<file path="config.mk">
export PLATFORM = sky130hd
export DESIGN_NAME = sleep_timer_with_fade_out_flat
export DESIGN_NICKNAME = d
export VERILOG_FILES = /design/src/rtl/stfo_pkg.sv /design/src/rtl/stfo_if.sv /design/src/rtl/stfo_div.sv /design/src/rtl/sleep_timer_with_fade_out.sv /design/src/flat_wrapper.sv
export SDC_FILE = /design/constraint.sdc
export NUM_CORES = 2
export LEC_CHECK = 0
export BUFFER_PORTS_ARGS = -buffer_cell sky130_fd_sc_hd__buf_2
export CELL_PAD_IN_SITES_DETAIL_PLACEMENT = 1
export CELL_PAD_IN_SITES_GLOBAL_PLACEMENT = 1
export CORE_ASPECT_RATIO = 1.4
export CORE_MARGIN = 2
export CORE_UTILIZATION = 39
export DETAILED_ROUTE_END_ITERATION = 10
export HOLD_SLACK_MARGIN = 0.08
export PLACE_DENSITY = 0.69
export SYNTH_ARGS = -nofsm -noshare
export SYNTH_HDL_FRONTEND = slang
export SYNTH_SLANG_ARGS = --single-unit
export TNS_END_PERCENT = 30
</file>
<file path="constraint.sdc">
create_clock -name clk -period 7.8 [get_ports clk]
set_input_delay 1.17 -clock clk [delete_from_list [all_inputs] [get_ports clk]]
set_output_delay 1.17 -clock clk [all_outputs]
set_load 0.1 [all_outputs]
</file>
<file path="src/rtl/stfo_pkg.sv">
// Package for the lamp sleep timer with fade-out.
// Holds field widths, operation and alert codes, register indexes, the sequencer state
// type, the status struct shared by the top level and the divider, and the result struct.
`default_nettype none

package stfo_pkg;

    // Field widths of the item channels and the configuration port.
    localparam int OP_W       = 3;
    localparam int NOW_W      = 40;
    localparam int ARG_W      = 32;
    localparam int LEVEL_W    = 16;
    localparam int PROG_W     = 16;
    localparam int ALERT_W    = 2;
    localparam int DELAY_W    = 16;
    localparam int CFG_IDX_W  = 3;
    localparam int CFG_DATA_W = 16;

    // Configuration register widths.
    localparam int RAMP_W     = 12;
    localparam int MAXADD_W   = 8;
    localparam int LOOP_W     = 10;
    localparam int CALLS_W    = 10;

    // Internal datapath widths.
    localparam int DEADLINE_W = 32;
    localparam int NOW_S_W    = 31;
    localparam int RMS_W      = 22;
    localparam int TARGET_W   = 42;
    localparam int ADD_W      = 14;
    localparam int WIN_W      = 7;
    localparam int DIV_W      = 40;
    localparam int DVS_W      = 22;
    localparam int DIV_CNT_W  = 6;

    // Constants of the timer arithmetic.
    localparam logic [RMS_W-1:0]   MS_PER_S      = 22'd1000;
    localparam logic [RMS_W-1:0]   SEC_PER_MIN   = 22'd60;
    localparam logic [RMS_W-1:0]   HALF_MIN      = 22'd30;
    localparam logic [RMS_W-1:0]   IDLE_DELAY_MS = 22'd100;
    localparam logic [PROG_W-1:0]  PROG_DONE     = 16'hFFFF;
    localparam logic [DELAY_W-1:0] DELAY_MAX     = 16'hFFFF;

    // Event codes carried by an input item.
    typedef enum logic [OP_W-1:0] {
        OP_TICK   = 3'd0,
        OP_SET    = 3'd1,
        OP_ADD    = 3'd2,
        OP_SHORT  = 3'd3,
        OP_BUMP   = 3'd4,
        OP_CANCEL = 3'd5,
        OP_LOCK   = 3'd6,
        OP_NONE   = 3'd7
    } op_t;

    // Configuration register indexes.
    localparam logic [CFG_IDX_W-1:0] CFG_RAMP   = 3'd0;
    localparam logic [CFG_IDX_W-1:0] CFG_MAXADD = 3'd1;
    localparam logic [CFG_IDX_W-1:0] CFG_LOOP   = 3'd2;
    localparam logic [CFG_IDX_W-1:0] CFG_CALLS  = 3'd3;
    localparam logic [CFG_IDX_W-1:0] CFG_SAVED  = 3'd4;
    localparam logic [CFG_IDX_W-1:0] CFG_FULL   = 3'd5;

    // Alert event codes.
    localparam logic [ALERT_W-1:0] ALERT_NONE  = 2'd0;
    localparam logic [ALERT_W-1:0] ALERT_RAISE = 2'd1;
    localparam logic [ALERT_W-1:0] ALERT_CLEAR = 2'd2;

    // Sequencer states.
    typedef enum logic [4:0] {
        ST_IDLE,
        ST_PREP,
        ST_DIV_WAIT,
        ST_NS_DONE,
        ST_R_DONE,
        ST_CAP_DONE,
        ST_OP,
        ST_BUMP_W,
        ST_BUMP_D,
        ST_ADD,
        ST_SET,
        ST_PROG,
        ST_PROG2,
        ST_P_DONE,
        ST_LEVEL,
        ST_L_DONE,
        ST_FIN
    } state_t;

    // Status of the serial divider.
    typedef struct packed {
        logic busy;
        logic done;
    } div_stat_t;

    // One result item.
    typedef struct packed {
        logic                 level_valid;
        logic [LEVEL_W-1:0]   level_limit;
        logic                 progress_valid;
        logic [PROG_W-1:0]    progress_q16;
        logic                 power_off;
        logic [ALERT_W-1:0]   alert_event;
        logic                 timer_on;
        logic [DELAY_W-1:0]   tick_delay_ms;
    } res_t;

endpackage

`default_nettype wire

</file>
<file path="src/rtl/stfo_if.sv">
// Channel interfaces of the sleep timer: event items, result items and
// configuration writes. Depends on stfo_pkg for the field widths.
`default_nettype none

// Event item channel.
interface stfo_evt_if;
    import stfo_pkg::*;

    logic             valid;
    logic             ready;
    logic [OP_W-1:0]  op;
    logic [NOW_W-1:0] now_ms;
    logic [ARG_W-1:0] arg_value;

    modport source (output valid, output op, output now_ms, output arg_value, input ready);
    modport sink   (input valid, input op, input now_ms, input arg_value, output ready);
endinterface

// Result item channel.
interface stfo_res_if;
    import stfo_pkg::*;

    logic               valid;
    logic               ready;
    logic               level_valid;
    logic [LEVEL_W-1:0] level_limit;
    logic               progress_valid;
    logic [PROG_W-1:0]  progress_q16;
    logic               power_off;
    logic [ALERT_W-1:0] alert_event;
    logic               timer_on;
    logic [DELAY_W-1:0] tick_delay_ms;

    modport source (
        output valid, output level_valid, output level_limit, output progress_valid,
        output progress_q16, output power_off, output alert_event, output timer_on,
        output tick_delay_ms, input ready
    );
    modport sink (
        input valid, input level_valid, input level_limit, input progress_valid,
        input progress_q16, input power_off, input alert_event, input timer_on,
        input tick_delay_ms, output ready
    );
endinterface

// Configuration write channel.
interface stfo_cfg_if;
    import stfo_pkg::*;

    logic                  valid;
    logic                  ready;
    logic [CFG_IDX_W-1:0]  reg_index;
    logic [CFG_DATA_W-1:0] wr_data;

    modport source (output valid, output reg_index, output wr_data, input ready);
    modport sink   (input valid, input reg_index, input wr_data, output ready);
endinterface

`default_nettype wire

</file>
<file path="src/rtl/stfo_div.sv">
// Shared restoring divider of the sleep timer, one quotient bit per cycle.
// Depends on stfo_pkg for the operand widths and the status struct.
`default_nettype none

module stfo_div (
    input  wire logic                        clk,
    input  wire logic                        rst_n,
    input  wire logic                        start,
    input  wire logic [stfo_pkg::DIV_W-1:0]  dividend,
    input  wire logic [stfo_pkg::DVS_W-1:0]  divisor,
    output stfo_pkg::div_stat_t              stat,
    output logic [stfo_pkg::DIV_W-1:0]       quotient
);
    import stfo_pkg::*;

    logic                 busy_reg, busy_next;
    logic                 done_reg, done_next;
    logic [DIV_CNT_W-1:0] cnt_reg, cnt_next;
    logic [DVS_W-1:0]     rem_reg, rem_next;
    logic [DVS_W-1:0]     dvs_reg, dvs_next;
    logic [DIV_W-1:0]     quo_reg, quo_next;

    logic [DVS_W:0]       trial;
    logic [DVS_W:0]       diff;
    logic                 fits;

    // One restoring step: bring down the next dividend bit and try the divisor.
    assign trial = {rem_reg, quo_reg[DIV_W-1]};
    assign diff  = trial - {1'b0, dvs_reg};
    assign fits  = trial >= {1'b0, dvs_reg};

    // Next values of the control and the datapath.
    always_comb
    begin
        busy_next = busy_reg;
        done_next = 1'b0;
        cnt_next  = cnt_reg;
        rem_next  = rem_reg;
        dvs_next  = dvs_reg;
        quo_next  = quo_reg;
        if (start)
        begin
            busy_next = 1'b1;
            cnt_next  = DIV_CNT_W'(DIV_W - 1);
            rem_next  = '0;
            dvs_next  = divisor;
            quo_next  = dividend;
        end
        else if (busy_reg)
        begin
            rem_next = fits ? diff[DVS_W-1:0] : trial[DVS_W-1:0];
            quo_next = {quo_reg[DIV_W-2:0], fits};
            cnt_next = cnt_reg - DIV_CNT_W'(1);
            if (cnt_reg == '0)
            begin
                busy_next = 1'b0;
                done_next = 1'b1;
            end
        end
    end

    // Control registers.
    always_ff @(posedge clk or negedge rst_n)
    begin
        if (!rst_n)
        begin
            busy_reg <= 1'b0;
            done_reg <= 1'b0;
            cnt_reg  <= '0;
        end
        else
        begin
            busy_reg <= busy_next;
            done_reg <= done_next;
            cnt_reg  <= cnt_next;
        end
    end

    // Datapath registers.
    always_ff @(posedge clk)
    begin
        rem_reg <= rem_next;
        dvs_reg <= dvs_next;
        quo_reg <= quo_next;
    end

    assign stat.busy = busy_reg;
    assign stat.done = done_reg;
    assign quotient  = quo_reg;

endmodule

`default_nettype wire

</file>
<file path="src/rtl/sleep_timer_with_fade_out.sv">
// Sleep timer with brightness fade-out: a sequencer around one shared serial divider.
// Depends on stfo_pkg, the channel interfaces in stfo_if.sv and the divider stfo_div.
//
// The block keeps a lamp's shutdown deadline in seconds and a fade enable. Each event
// item (tick, set deadline, add minutes, shortcut, bump, cancel, lock) gives exactly one
// result item with the new brightness limit, fade progress in Q0.16, power-off, alert
// change, timer state and the next tick period. All divisions go through one 40-step
// restoring divider, one quotient at a time; an item needs one to six of them: one
// for a simple event with saved level zero, up to six for a bump that reschedules
// a running timer. The event channel is ready
// only while the sequencer is idle; the result sits in an output register, so the next
// event is taken while a finished result still waits to be read.
`default_nettype none

module sleep_timer_with_fade_out (
    input  wire logic  clk,
    input  wire logic  rst_n,
    stfo_evt_if.sink   event_ch,
    stfo_res_if.source result_ch,
    stfo_cfg_if.sink   cfg_ch
);
    import stfo_pkg::*;

    // Configuration registers.
    logic [RAMP_W-1:0]   ramp_reg;
    logic [MAXADD_W-1:0] maxadd_reg;
    logic [LOOP_W-1:0]   loop_reg;
    logic [CALLS_W-1:0]  calls_reg;
    logic [LEVEL_W-1:0]  saved_reg;
    logic [LEVEL_W-1:0]  full_reg;

    // Timer state and sequencer control.
    state_t                state_reg, state_next;
    state_t                ret_reg, ret_next;
    logic [DEADLINE_W-1:0] deadline_reg, deadline_next;
    logic                  fade_reg, fade_next;
    logic                  out_valid_reg, out_valid_next;

    // Item working registers.
    op_t                   op_reg, op_next;
    logic [NOW_W-1:0]      now_ms_reg, now_ms_next;
    logic [ARG_W-1:0]      arg_reg, arg_next;
    logic [RAMP_W-1:0]     rs_reg, rs_next;
    logic [RMS_W-1:0]      rms_reg, rms_next;
    logic [NOW_S_W-1:0]    now_s_reg, now_s_next;
    logic [RMS_W-1:0]      period_reg, period_next;
    logic [RMS_W-1:0]      r_reg, r_next;
    logic [DEADLINE_W-1:0] t_reg, t_next;
    logic [ARG_W-1:0]      m_reg, m_next;
    logic [WIN_W-1:0]      w_reg, w_next;
    logic [TARGET_W-1:0]   target_reg, target_next;
    logic [RMS_W-1:0]      rem_reg, rem_next;

    // Result fields under construction and the output register.
    logic                  lv_reg, lv_next;
    logic [LEVEL_W-1:0]    lim_reg, lim_next;
    logic                  pv_reg, pv_next;
    logic [PROG_W-1:0]     prog_reg, prog_next;
    logic                  poff_reg, poff_next;
    logic [ALERT_W-1:0]    alert_reg, alert_next;
    res_t                  out_reg, out_next;

    // Divider connection.
    logic                  div_start;
    logic [DIV_W-1:0]      div_dividend;
    logic [DVS_W-1:0]      div_divisor;
    state_t                div_ret;
    div_stat_t             div_stat;
    logic [DIV_W-1:0]      div_quo;

    // Shared conditions and arithmetic.
    logic                  accept;
    logic                  out_free;
    logic [CALLS_W-1:0]    calls_eff;
    logic [RMS_W-1:0]      r_plus;
    logic                  r_le_loop;
    logic [DEADLINE_W-1:0] now_s32;
    logic [DEADLINE_W:0]   nsr_sum;
    logic                  dl_nz;
    logic                  tick_hit;
    logic                  short_hit;
    logic                  dl_past;
    logic [NOW_W:0]        used;
    logic                  prog_fin;
    logic [TARGET_W-1:0]   rem_full;
    logic                  rem_clamp;
    logic [RMS_W-1:0]      x_val;
    logic [RMS_W+LEVEL_W-1:0] pnum;
    logic [RMS_W+LEVEL_W-1:0] lvl_num;
    logic [MAXADD_W-1:0]   m_cap;
    logic [ADD_W-1:0]      add_s;
    logic [DEADLINE_W-1:0] base;
    logic [DEADLINE_W:0]   sum_t;
    logic [DEADLINE_W-1:0] t_sat;
    logic [DEADLINE_W:0]   bump_num;
    logic                  d_le_w;
    logic                  t_le_now;
    logic                  is_tick;

    assign accept   = event_ch.valid && event_ch.ready;
    assign out_free = !out_valid_reg || result_ch.ready;

    assign event_ch.ready = (state_reg == ST_IDLE);
    assign cfg_ch.ready   = 1'b1;

    // Period terms: a zero call count acts as one.
    assign calls_eff = (calls_reg == '0) ? CALLS_W'(1) : calls_reg;
    assign r_plus    = div_quo[RMS_W-1:0] + RMS_W'(1);
    assign r_le_loop = r_plus <= RMS_W'(loop_reg);

    // Deadline comparisons against the current second.
    assign now_s32   = {1'b0, now_s_reg};
    assign nsr_sum   = {1'b0, now_s32} + (DEADLINE_W+1)'(rs_reg);
    assign dl_nz     = deadline_reg != '0;
    assign tick_hit  = dl_nz && (nsr_sum >= {1'b0, deadline_reg});
    assign short_hit = dl_nz && ({1'b0, deadline_reg} > nsr_sum);
    assign dl_past   = deadline_reg < now_s32;
    assign t_le_now  = t_reg <= now_s32;
    assign is_tick   = (op_reg == OP_TICK);

    // Progress: time left before the finish line, clamped to the ramp.
    assign used      = (NOW_W+1)'(period_reg) + {1'b0, now_ms_reg};
    assign prog_fin  = (now_s32 >= deadline_reg) || (target_reg <= TARGET_W'(used));
    assign rem_full  = target_reg - TARGET_W'(used);
    assign rem_clamp = rem_full >= TARGET_W'(rms_reg);
    assign x_val     = rms_reg - rem_full[RMS_W-1:0];
    assign pnum      = {x_val, LEVEL_W'(0)} - (RMS_W+LEVEL_W)'(x_val);
    assign lvl_num   = (RMS_W+LEVEL_W)'(saved_reg) * (RMS_W+LEVEL_W)'(rem_reg);

    // Add minutes: capped amount on top of a running deadline or the current second.
    assign m_cap = (m_reg < ARG_W'(maxadd_reg)) ? m_reg[MAXADD_W-1:0] : maxadd_reg;
    assign add_s = ADD_W'(m_cap) * ADD_W'(SEC_PER_MIN);
    assign base  = (dl_nz && !dl_past && (deadline_reg != now_s32)) ? deadline_reg : now_s32;
    assign sum_t = {1'b0, base} + (DEADLINE_W+1)'(add_s);
    assign t_sat = sum_t[DEADLINE_W] ? '1 : sum_t[DEADLINE_W-1:0];

    // Bump: minutes left, rounded half up.
    assign bump_num = {1'b0, deadline_reg} - {2'b0, now_s_reg} + (DEADLINE_W+1)'(HALF_MIN);
    assign d_le_w   = div_quo <= DIV_W'(w_reg);

    // Divider issue: operands and the state that takes the quotient.
    always_comb
    begin
        div_start    = 1'b0;
        div_dividend = '0;
        div_divisor  = MS_PER_S;
        div_ret      = ST_IDLE;
        unique case (state_reg)
            ST_PREP:
            begin
                div_start    = 1'b1;
                div_dividend = now_ms_reg;
                div_divisor  = MS_PER_S;
                div_ret      = ST_NS_DONE;
            end
            ST_NS_DONE:
            begin
                div_start    = saved_reg != '0;
                div_dividend = DIV_W'(rms_reg);
                div_divisor  = DVS_W'(saved_reg);
                div_ret      = ST_R_DONE;
            end
            ST_R_DONE:
            begin
                div_start    = !r_le_loop;
                div_dividend = DIV_W'(rms_reg);
                div_divisor  = DVS_W'(calls_eff);
                div_ret      = ST_CAP_DONE;
            end
            ST_OP:
            begin
                div_start    = (op_reg == OP_BUMP) && dl_nz;
                div_dividend = DIV_W'(rs_reg);
                div_divisor  = SEC_PER_MIN;
                div_ret      = ST_BUMP_W;
            end
            ST_BUMP_W:
            begin
                div_start    = !dl_past;
                div_dividend = DIV_W'(bump_num);
                div_divisor  = SEC_PER_MIN;
                div_ret      = ST_BUMP_D;
            end
            ST_PROG2:
            begin
                div_start    = !prog_fin && !rem_clamp;
                div_dividend = DIV_W'(pnum);
                div_divisor  = rms_reg;
                div_ret      = ST_P_DONE;
            end
            ST_LEVEL:
            begin
                div_start    = fade_reg;
                div_dividend = DIV_W'(lvl_num);
                div_divisor  = rms_reg;
                div_ret      = ST_L_DONE;
            end
            default:
            begin
                div_start = 1'b0;
            end
        endcase
    end

    // Next state.
    always_comb
    begin
        state_next = state_reg;
        if (div_start)
        begin
            state_next = ST_DIV_WAIT;
        end
        else
        begin
            unique case (state_reg)
                ST_IDLE:     state_next = accept ? ST_PREP : ST_IDLE;
                ST_PREP:     state_next = ST_DIV_WAIT;
                ST_DIV_WAIT: state_next = div_stat.done ? ret_reg : ST_DIV_WAIT;
                ST_NS_DONE:  state_next = ST_OP;
                ST_R_DONE:   state_next = ST_OP;
                ST_CAP_DONE: state_next = ST_OP;
                ST_OP:
                begin
                    case (op_reg)
                        OP_TICK:  state_next = tick_hit ? ST_PROG : ST_FIN;
                        OP_SET:   state_next = ST_SET;
                        OP_ADD:   state_next = ST_ADD;
                        OP_SHORT: state_next = short_hit ? ST_SET : ST_FIN;
                        default:  state_next = ST_FIN;
                    endcase
                end
                ST_BUMP_W:   state_next = ST_ADD;
                ST_BUMP_D:   state_next = d_le_w ? ST_ADD : ST_FIN;
                ST_ADD:      state_next = (m_reg == '0) ? ST_FIN : ST_SET;
                ST_SET:      state_next = (t_le_now || !dl_nz) ? ST_FIN : ST_PROG;
                ST_PROG:     state_next = ST_PROG2;
                ST_PROG2:    state_next = (rem_clamp && !prog_fin && is_tick) ? ST_LEVEL : ST_FIN;
                ST_P_DONE:   state_next = is_tick ? ST_LEVEL : ST_FIN;
                ST_LEVEL:    state_next = ST_FIN;
                ST_L_DONE:   state_next = ST_FIN;
                ST_FIN:      state_next = out_free ? ST_IDLE : ST_FIN;
                default:     state_next = ST_IDLE;
            endcase
        end
    end

    // Datapath and result updates of each state.
    always_comb
    begin
        ret_next       = div_start ? div_ret : ret_reg;
        deadline_next  = deadline_reg;
        fade_next      = fade_reg;
        op_next        = op_reg;
        now_ms_next    = now_ms_reg;
        arg_next       = arg_reg;
        rs_next        = rs_reg;
        rms_next       = rms_reg;
        now_s_next     = now_s_reg;
        period_next    = period_reg;
        r_next         = r_reg;
        t_next         = t_reg;
        m_next         = m_reg;
        w_next         = w_reg;
        target_next    = target_reg;
        rem_next       = rem_reg;
        lv_next        = lv_reg;
        lim_next       = lim_reg;
        pv_next        = pv_reg;
        prog_next      = prog_reg;
        poff_next      = poff_reg;
        alert_next     = alert_reg;
        out_next       = out_reg;
        out_valid_next = out_valid_reg && !result_ch.ready;

        unique case (state_reg)
            ST_IDLE:
            begin
                if (accept)
                begin
                    op_next     = op_t'(event_ch.op);
                    now_ms_next = event_ch.now_ms;
                    arg_next    = event_ch.arg_value;
                    rs_next     = (ramp_reg == '0) ? RAMP_W'(1) : ramp_reg;
                    lv_next     = 1'b0;
                    lim_next    = '0;
                    pv_next     = 1'b0;
                    prog_next   = '0;
                    poff_next   = 1'b0;
                    alert_next  = ALERT_NONE;
                end
            end
            ST_PREP:
            begin
                rms_next = RMS_W'(RMS_W'(rs_reg) * MS_PER_S);
            end
            ST_NS_DONE:
            begin
                now_s_next = div_quo[NOW_S_W-1:0];
                if (saved_reg == '0)
                begin
                    period_next = IDLE_DELAY_MS;
                end
            end
            ST_R_DONE:
            begin
                r_next = r_plus;
                if (r_le_loop)
                begin
                    period_next = RMS_W'(loop_reg);
                end
            end
            ST_CAP_DONE:
            begin
                period_next = (r_reg < div_quo[RMS_W-1:0]) ? r_reg : div_quo[RMS_W-1:0];
            end
            ST_OP:
            begin
                t_next = (op_reg == OP_SHORT) ? nsr_sum[DEADLINE_W-1:0] : arg_reg;
                m_next = arg_reg;
                case (op_reg)
                    OP_CANCEL:
                    begin
                        deadline_next = '0;
                        fade_next     = 1'b1;
                        lv_next       = 1'b1;
                        lim_next      = full_reg;
                        alert_next    = ALERT_CLEAR;
                    end
                    OP_LOCK:
                    begin
                        fade_next = (arg_reg == '0);
                    end
                    default:
                    begin
                        fade_next = fade_reg;
                    end
                endcase
            end
            ST_BUMP_W:
            begin
                // Expired deadline: add the whole window in minutes.
                w_next = div_quo[WIN_W-1:0];
                m_next = ARG_W'(div_quo[WIN_W-1:0]);
            end
            ST_BUMP_D:
            begin
                m_next = ARG_W'(w_reg) + ARG_W'(1) - ARG_W'(div_quo[WIN_W:0]);
            end
            ST_ADD:
            begin
                t_next = t_sat;
            end
            ST_SET:
            begin
                if (!t_le_now)
                begin
                    deadline_next = t_reg;
                    lv_next       = 1'b1;
                    lim_next      = saved_reg;
                    if (!dl_nz)
                    begin
                        alert_next = ALERT_RAISE;
                    end
                end
            end
            ST_PROG:
            begin
                target_next = TARGET_W'(deadline_reg) * TARGET_W'(MS_PER_S);
            end
            ST_PROG2:
            begin
                pv_next = 1'b1;
                if (prog_fin)
                begin
                    prog_next = PROG_DONE;
                    if (is_tick)
                    begin
                        // Deadline reached: cancel, then drop the limit to zero.
                        deadline_next = '0;
                        fade_next     = 1'b1;
                        lv_next       = 1'b1;
                        lim_next      = '0;
                        alert_next    = ALERT_CLEAR;
                        poff_next     = 1'b1;
                    end
                end
                else if (rem_clamp)
                begin
                    prog_next = '0;
                    rem_next  = rms_reg;
                end
                else
                begin
                    rem_next = rem_full[RMS_W-1:0];
                end
            end
            ST_P_DONE:
            begin
                prog_next = div_quo[PROG_W-1:0];
            end
            ST_L_DONE:
            begin
                lv_next  = 1'b1;
                lim_next = div_quo[LEVEL_W-1:0];
            end
            ST_FIN:
            begin
                if (out_free)
                begin
                    out_valid_next         = 1'b1;
                    out_next.level_valid    = lv_reg;
                    out_next.level_limit    = lim_reg;
                    out_next.progress_valid = pv_reg;
                    out_next.progress_q16   = prog_reg;
                    out_next.power_off      = poff_reg;
                    out_next.alert_event    = alert_reg;
                    out_next.timer_on       = dl_nz;
                    out_next.tick_delay_ms  = (period_reg > RMS_W'(DELAY_MAX)) ?
                                              DELAY_MAX : period_reg[DELAY_W-1:0];
                end
            end
            default:
            begin
                out_next = out_reg;
            end
        endcase
    end

    // Configuration writes.
    always_ff @(posedge clk or negedge rst_n)
    begin
        if (!rst_n)
        begin
            ramp_reg   <= RAMP_W'(180);
            maxadd_reg <= MAXADD_W'(10);
            loop_reg   <= LOOP_W'(5);
            calls_reg  <= CALLS_W'(50);
            saved_reg  <= '1;
            full_reg   <= '1;
        end
        else if (cfg_ch.valid && cfg_ch.ready)
        begin
            unique case (cfg_ch.reg_index)
                CFG_RAMP:   ramp_reg   <= cfg_ch.wr_data[RAMP_W-1:0];
                CFG_MAXADD: maxadd_reg <= cfg_ch.wr_data[MAXADD_W-1:0];
                CFG_LOOP:   loop_reg   <= cfg_ch.wr_data[LOOP_W-1:0];
                CFG_CALLS:  calls_reg  <= cfg_ch.wr_data[CALLS_W-1:0];
                CFG_SAVED:  saved_reg  <= cfg_ch.wr_data[LEVEL_W-1:0];
                CFG_FULL:   full_reg   <= cfg_ch.wr_data[LEVEL_W-1:0];
                default:    ramp_reg   <= ramp_reg;
            endcase
        end
    end

    // Control registers and timer state.
    always_ff @(posedge clk or negedge rst_n)
    begin
        if (!rst_n)
        begin
            state_reg     <= ST_IDLE;
            ret_reg       <= ST_IDLE;
            deadline_reg  <= '0;
            fade_reg      <= 1'b1;
            out_valid_reg <= 1'b0;
        end
        else
        begin
            state_reg     <= state_next;
            ret_reg       <= ret_next;
            deadline_reg  <= deadline_next;
            fade_reg      <= fade_next;
            out_valid_reg <= out_valid_next;
        end
    end

    // Working and result registers.
    always_ff @(posedge clk)
    begin
        op_reg     <= op_next;
        now_ms_reg <= now_ms_next;
        arg_reg    <= arg_next;
        rs_reg     <= rs_next;
        rms_reg    <= rms_next;
        now_s_reg  <= now_s_next;
        period_reg <= period_next;
        r_reg      <= r_next;
        t_reg      <= t_next;
        m_reg      <= m_next;
        w_reg      <= w_next;
        target_reg <= target_next;
        rem_reg    <= rem_next;
        lv_reg     <= lv_next;
        lim_reg    <= lim_next;
        pv_reg     <= pv_next;
        prog_reg   <= prog_next;
        poff_reg   <= poff_next;
        alert_reg  <= alert_next;
        out_reg    <= out_next;
    end

    // Shared divider.
    stfo_div u_div (
        .clk      (clk),
        .rst_n    (rst_n),
        .start    (div_start),
        .dividend (div_dividend),
        .divisor  (div_divisor),
        .stat     (div_stat),
        .quotient (div_quo)
    );

    // Result channel.
    assign result_ch.valid          = out_valid_reg;
    assign result_ch.level_valid    = out_reg.level_valid;
    assign result_ch.level_limit    = out_reg.level_limit;
    assign result_ch.progress_valid = out_reg.progress_valid;
    assign result_ch.progress_q16   = out_reg.progress_q16;
    assign result_ch.power_off      = out_reg.power_off;
    assign result_ch.alert_event    = out_reg.alert_event;
    assign result_ch.timer_on       = out_reg.timer_on;
    assign result_ch.tick_delay_ms  = out_reg.tick_delay_ms;

`ifndef SYNTH
    // An accepted item keeps the sequencer busy on the next cycle.
    a_busy_after_accept: assert property (@(posedge clk) disable iff (!rst_n)
        accept |=> !event_ch.ready)
        else $error("event channel ready right after an accepted item");

    // The divider is never restarted while a quotient is still in progress.
    a_div_no_overlap: assert property (@(posedge clk) disable iff (!rst_n)
        div_start |-> !div_stat.busy)
        else $error("divider started while busy");

    // Power-off always comes with the timer cleared, a zero limit and a cleared alert.
    a_power_off_clean: assert property (@(posedge clk) disable iff (!rst_n)
        (result_ch.valid && result_ch.power_off) |->
        (!result_ch.timer_on && result_ch.level_limit == '0 &&
         result_ch.alert_event == ALERT_CLEAR && result_ch.progress_q16 == PROG_DONE))
        else $error("power-off result with inconsistent fields");

    // Progress reads zero unless it is flagged.
    a_progress_flagged: assert property (@(posedge clk) disable iff (!rst_n)
        (result_ch.valid && !result_ch.progress_valid) |-> result_ch.progress_q16 == '0)
        else $error("progress value without its flag");
`endif

endmodule

`default_nettype wire
</file>
<file path="src/flat_wrapper.sv">
// flat-port wrapper written by rule: the top's interface ports become plain ports
module sleep_timer_with_fade_out_flat import stfo_pkg::*;
  (clk, rst_n, event_ch_valid, event_ch_op, event_ch_now_ms, event_ch_arg_value, event_ch_ready, result_ch_valid, result_ch_level_valid, result_ch_level_limit, result_ch_progress_valid, result_ch_progress_q16, result_ch_power_off, result_ch_alert_event, result_ch_timer_on, result_ch_tick_delay_ms, result_ch_ready, cfg_ch_valid, cfg_ch_reg_index, cfg_ch_wr_data, cfg_ch_ready);
  stfo_evt_if event_ch_i ();
  stfo_res_if result_ch_i ();
  stfo_cfg_if cfg_ch_i ();
  input  wire logic clk;
  input  wire logic rst_n;
  input wire logic [$bits(event_ch_i.valid)-1:0] event_ch_valid;
  input wire logic [$bits(event_ch_i.op)-1:0] event_ch_op;
  input wire logic [$bits(event_ch_i.now_ms)-1:0] event_ch_now_ms;
  input wire logic [$bits(event_ch_i.arg_value)-1:0] event_ch_arg_value;
  output wire logic [$bits(event_ch_i.ready)-1:0] event_ch_ready;
  output wire logic [$bits(result_ch_i.valid)-1:0] result_ch_valid;
  output wire logic [$bits(result_ch_i.level_valid)-1:0] result_ch_level_valid;
  output wire logic [$bits(result_ch_i.level_limit)-1:0] result_ch_level_limit;
  output wire logic [$bits(result_ch_i.progress_valid)-1:0] result_ch_progress_valid;
  output wire logic [$bits(result_ch_i.progress_q16)-1:0] result_ch_progress_q16;
  output wire logic [$bits(result_ch_i.power_off)-1:0] result_ch_power_off;
  output wire logic [$bits(result_ch_i.alert_event)-1:0] result_ch_alert_event;
  output wire logic [$bits(result_ch_i.timer_on)-1:0] result_ch_timer_on;
  output wire logic [$bits(result_ch_i.tick_delay_ms)-1:0] result_ch_tick_delay_ms;
  input wire logic [$bits(result_ch_i.ready)-1:0] result_ch_ready;
  input wire logic [$bits(cfg_ch_i.valid)-1:0] cfg_ch_valid;
  input wire logic [$bits(cfg_ch_i.reg_index)-1:0] cfg_ch_reg_index;
  input wire logic [$bits(cfg_ch_i.wr_data)-1:0] cfg_ch_wr_data;
  output wire logic [$bits(cfg_ch_i.ready)-1:0] cfg_ch_ready;
  assign event_ch_i.valid = event_ch_valid;
  assign event_ch_i.op = event_ch_op;
  assign event_ch_i.now_ms = event_ch_now_ms;
  assign event_ch_i.arg_value = event_ch_arg_value;
  assign event_ch_ready = event_ch_i.ready;
  assign result_ch_valid = result_ch_i.valid;
  assign result_ch_level_valid = result_ch_i.level_valid;
  assign result_ch_level_limit = result_ch_i.level_limit;
  assign result_ch_progress_valid = result_ch_i.progress_valid;
  assign result_ch_progress_q16 = result_ch_i.progress_q16;
  assign result_ch_power_off = result_ch_i.power_off;
  assign result_ch_alert_event = result_ch_i.alert_event;
  assign result_ch_timer_on = result_ch_i.timer_on;
  assign result_ch_tick_delay_ms = result_ch_i.tick_delay_ms;
  assign result_ch_i.ready = result_ch_ready;
  assign cfg_ch_i.valid = cfg_ch_valid;
  assign cfg_ch_i.reg_index = cfg_ch_reg_index;
  assign cfg_ch_i.wr_data = cfg_ch_wr_data;
  assign cfg_ch_ready = cfg_ch_i.ready;
  sleep_timer_with_fade_out u_core (.clk(clk), .rst_n(rst_n), .event_ch(event_ch_i), .result_ch(result_ch_i), .cfg_ch(cfg_ch_i));
endmodule
</file>
==> flow_summary.toml <==
[yosys]
yosysWarnings = 0
synth-main-ff-cell = "edfxtp_1"
synth_enable_flop_cells = 466
async_reset_ff_share_pct = 20.13
synth_cell_types = 102
synth_area_per_cell_um2 = 9.829
seq_area_frac_synth_pct = 30.31
syn_area_mm2 = 0.05796
yosysTopAreaCell = "edfxtp_1"
synth_top_area_share_pct = 24.14
syn_inst = 5897
ys_seq_elements = 611
synth_nets = 7063
netlist_top_cells_area = "edfxtp_1, fa_1, ha_1"

[setup_path]
cp_common_cell = "buf_4"
critical_path_arrival_ns = 8.26
critPathCaptureType = "register"
reg2reg_depth = 37
critPathLaunchType = "register"
path_max_fanout = 12
crit_type = "register to register"
worstPathRequired_ns = 8.35
max_stage_delay_ns = 0.52
critPathSlowestCell = "or4b_4"

[floorplan]
num_io_pins = 156
die_w_um = 329.8
die_area_mm2 = 0.1518
start_util_pct = 39.24
core.rowCount = 167
core_area_mm2 = 0.1477
die_height_um = 460.1

[worst_hold_path]
hold_depth = 0
worst_hold_path_type = "register to register"

[clock_tree]
cts_buffers = 70
cts_root_buf = "clkbuf_16"
clk_pin_slew_ns = 0.06
cts_tree = "built"
max-clock-path-buffers = 3
cts_hold_buf = 0
cts-htree-levels = 3
cts_sinks = 611
clock_latency_ns = 0.74

[sta]
timing.fmax_mhz = 129.7
min_period_ns = 7.711
worst_slew_pin_slew_ns = 1.422
rsz0062_at_grt = "yes"
slew_violations = 0
setup_viol = 0
clock_skew_ns = 0.06259
fin_crit_sh_pct = 98.86
hold_viol = 0
max_slew_margin_pct = 4.342

[flow_run]
drv_cap = 0

[global_routing]
track_usage_pct = 29.16
antenna_found_initial = 5
grt_overflow = 0
grt_start_max_net_pins = 84
grt_pass1_wl_mm = 327.1
first_global_vias = 51090

[routing]
drc = 0
ant_nets = 0
drt_iter0_markers = 3371
wl_mm = 222.6
dr.pass1.iters = 8
wl_per_cell_um = 26.80
vias_per_cell = 5.751
dr_total_vias = 47780

[cells_and_area]
area_delta_synth_final_pct = 14.98
fin_nets = 7473
fin_cells = 8308
drive_gt1_share_pct = 15.01

[place]
dpl.cell_count = 8148
port_buffers = 154
gp_congestion = 0.9738
dp_hpwl_mm = 181.2

[status]
status = "completed"
## per-stage QoR
step | util [%] | cell area [um^2] | setup WS (ns) | hold WS (ns) | setup TNS [ns]
2_1_floorplan | - | 57960 | 0.03535 | 0.4003 | 0
3_3_place_gp | 42.95 | 63440 | -0.3206 | 0.4034 | -29.97
3_5_place_dp | 42.95 | 63440 | -0.5421 | 0.4063 | -62.49
4_1_cts | 44.71 | 66040 | 0.01941 | 0.4208 | 0
5_1_grt | 45.11 | 66640 | -0.1018 | 0.4295 | -2.374
6_report | 45.11 | 66650 | 0.08918 | 0.4156 | 0
## cell type report
cell class | count | area, um^2
multi-input cells | 4392 | 37500
repair buffers | 582 | 4314
well taps | 1943 | 2431
clock inverters | 43 | 555.5
flip-flops and latches | 611 | 17570
clock buffers | 86 | 1832
inverters | 650 | 2442
fillers | 16610 | 81080
diodes | 1 | 2.502
## cell families after synthesis
family                   after synthesis  share of synthesized area [%]
XOR/XNOR                             330                          5.079
buffers and inverters                894                          5.867
AO/OA/AOI/OAI                       1271                          14.29
AND/OR/NAND/NOR                     1613                          13.34
multiplexers                         110                          2.046
other                                  1                       0.006470
adder cells (fa/ha/maj)             1067                          29.07
flip-flops                           611                          30.31
## path summary, 6_finish.rpt
kind / startpoint / slack [ns] / endpoint
setup / recovery: u_core.period_reg[0] / 0.09 / u_core.u_div.quotient[21]
hold / removal: u_core.prog_reg[9] / 0.42 / u_core.result_ch.progress_q16[9]
setup reg to reg: u_core.period_reg[0] / 0.09 / u_core.u_div.quotient[21]
hold reg to reg: u_core.prog_reg[9] / 0.42 / u_core.result_ch.progress_q16[9]
max in group asynchronous: rst_n / 5.79 / u_core.deadline_reg[26]
min in group asynchronous: rst_n / 0.49 / u_core.result_ch.valid
## worst max-delay path: cells and delay by family, from the launching register on
family / cells / cell delay [ns]
adders and majority gates: 3 / 0.67
xor gates and xnor gates: 1 / 0.18
buffers and inverters: 8 / 1.13
AOI/OAI and AO/OA: 16 / 3.42
and+or+nand+nor: 9 / 1.70
DFF: 1 / 0.40
## placed cells by master (no fill, tap or decap), types with 22 or more instances in the layout
| cell | instances |
|---|---|
| dfrtp_1 | 79 |
| mux2_2 | 67 |
| nand4_1 | 63 |
| mux2i_1 | 42 |
| fa_1 | 466 |
| or2_2 | 28 |
| ha_1 | 595 |
| a211oi_1 | 46 |
| nor2_1 | 321 |
| o21bai_1 | 57 |
| buf_2 | 153 |
| nand2_1 | 592 |
| dfstp_2 | 43 |
| a21oi_1 | 335 |
| o21a_1 | 48 |
| nor4_1 | 59 |
| a222oi_1 | 39 |
| nor3_1 | 64 |
| buf_4 | 404 |
| edfxtp_1 | 466 |
| xor2_1 | 89 |
| nand2b_1 | 49 |
| nor2b_1 | 47 |
| inv_1 | 645 |
| and2_1 | 119 |
| dfxtp_1 | 22 |
| o21ai_0 | 267 |
| clkbuf_16 | 76 |
| a21o_1 | 169 |
| a31oi_1 | 41 |
| xnor2_1 | 231 |
| nand3_1 | 104 |
| and3_1 | 44 |
## Yosys cell counts, types with 13 or more instances
cell	instances
a211oi_1	48
a21o_1	170
a21oi_1	354
a221oi_1	19
a222oi_1	39
a22oi_1	13
a31oi_1	44
and2_1	120
and3_1	48
buf_2	24
clkbuf_1	211
dfrtp_1	79
dfstp_2	44
dfxtp_1	22
edfxtp_1	466
fa_1	466
ha_1	601
inv_1	647
mux2_2	67
mux2i_1	42
nand2_1	595
nand2b_1	49
nand3_1	107
nand4_1	63
nor2_1	332
nor2b_1	47
nor3_1	71
nor4_1	64
o211ai_1	21
o21a_1	48
o21ai_0	277
o21bai_1	57
o31ai_1	16
or2_2	28
or3_1	15
or4_1	13
xnor2_1	235
xor2_1	91
## metal layers
metal / global-route usage [%] / routed length (um) / vias to the layer above
li1: - / - / 21340
met4: 15.26 / 13150 / 4
met5: 0 / 27 / -
met1: 34.07 / 84780 / 24590
met2: 51.95 / 113500 / 1406
met3: 3.508 / 11180 / 431
## what timing repair did
action | in CTS | in global routing
pin swaps | 11 | 23
gates resized for setup | 34 | 71
cloned | 1 | 6
setup endpoints to repair | 174 | 192
buffers inserted | 4 | 20
Power is left out: the tool's default activity adds up to more than one toggle a clock period on the data nets, which glitch-free logic cannot reach.
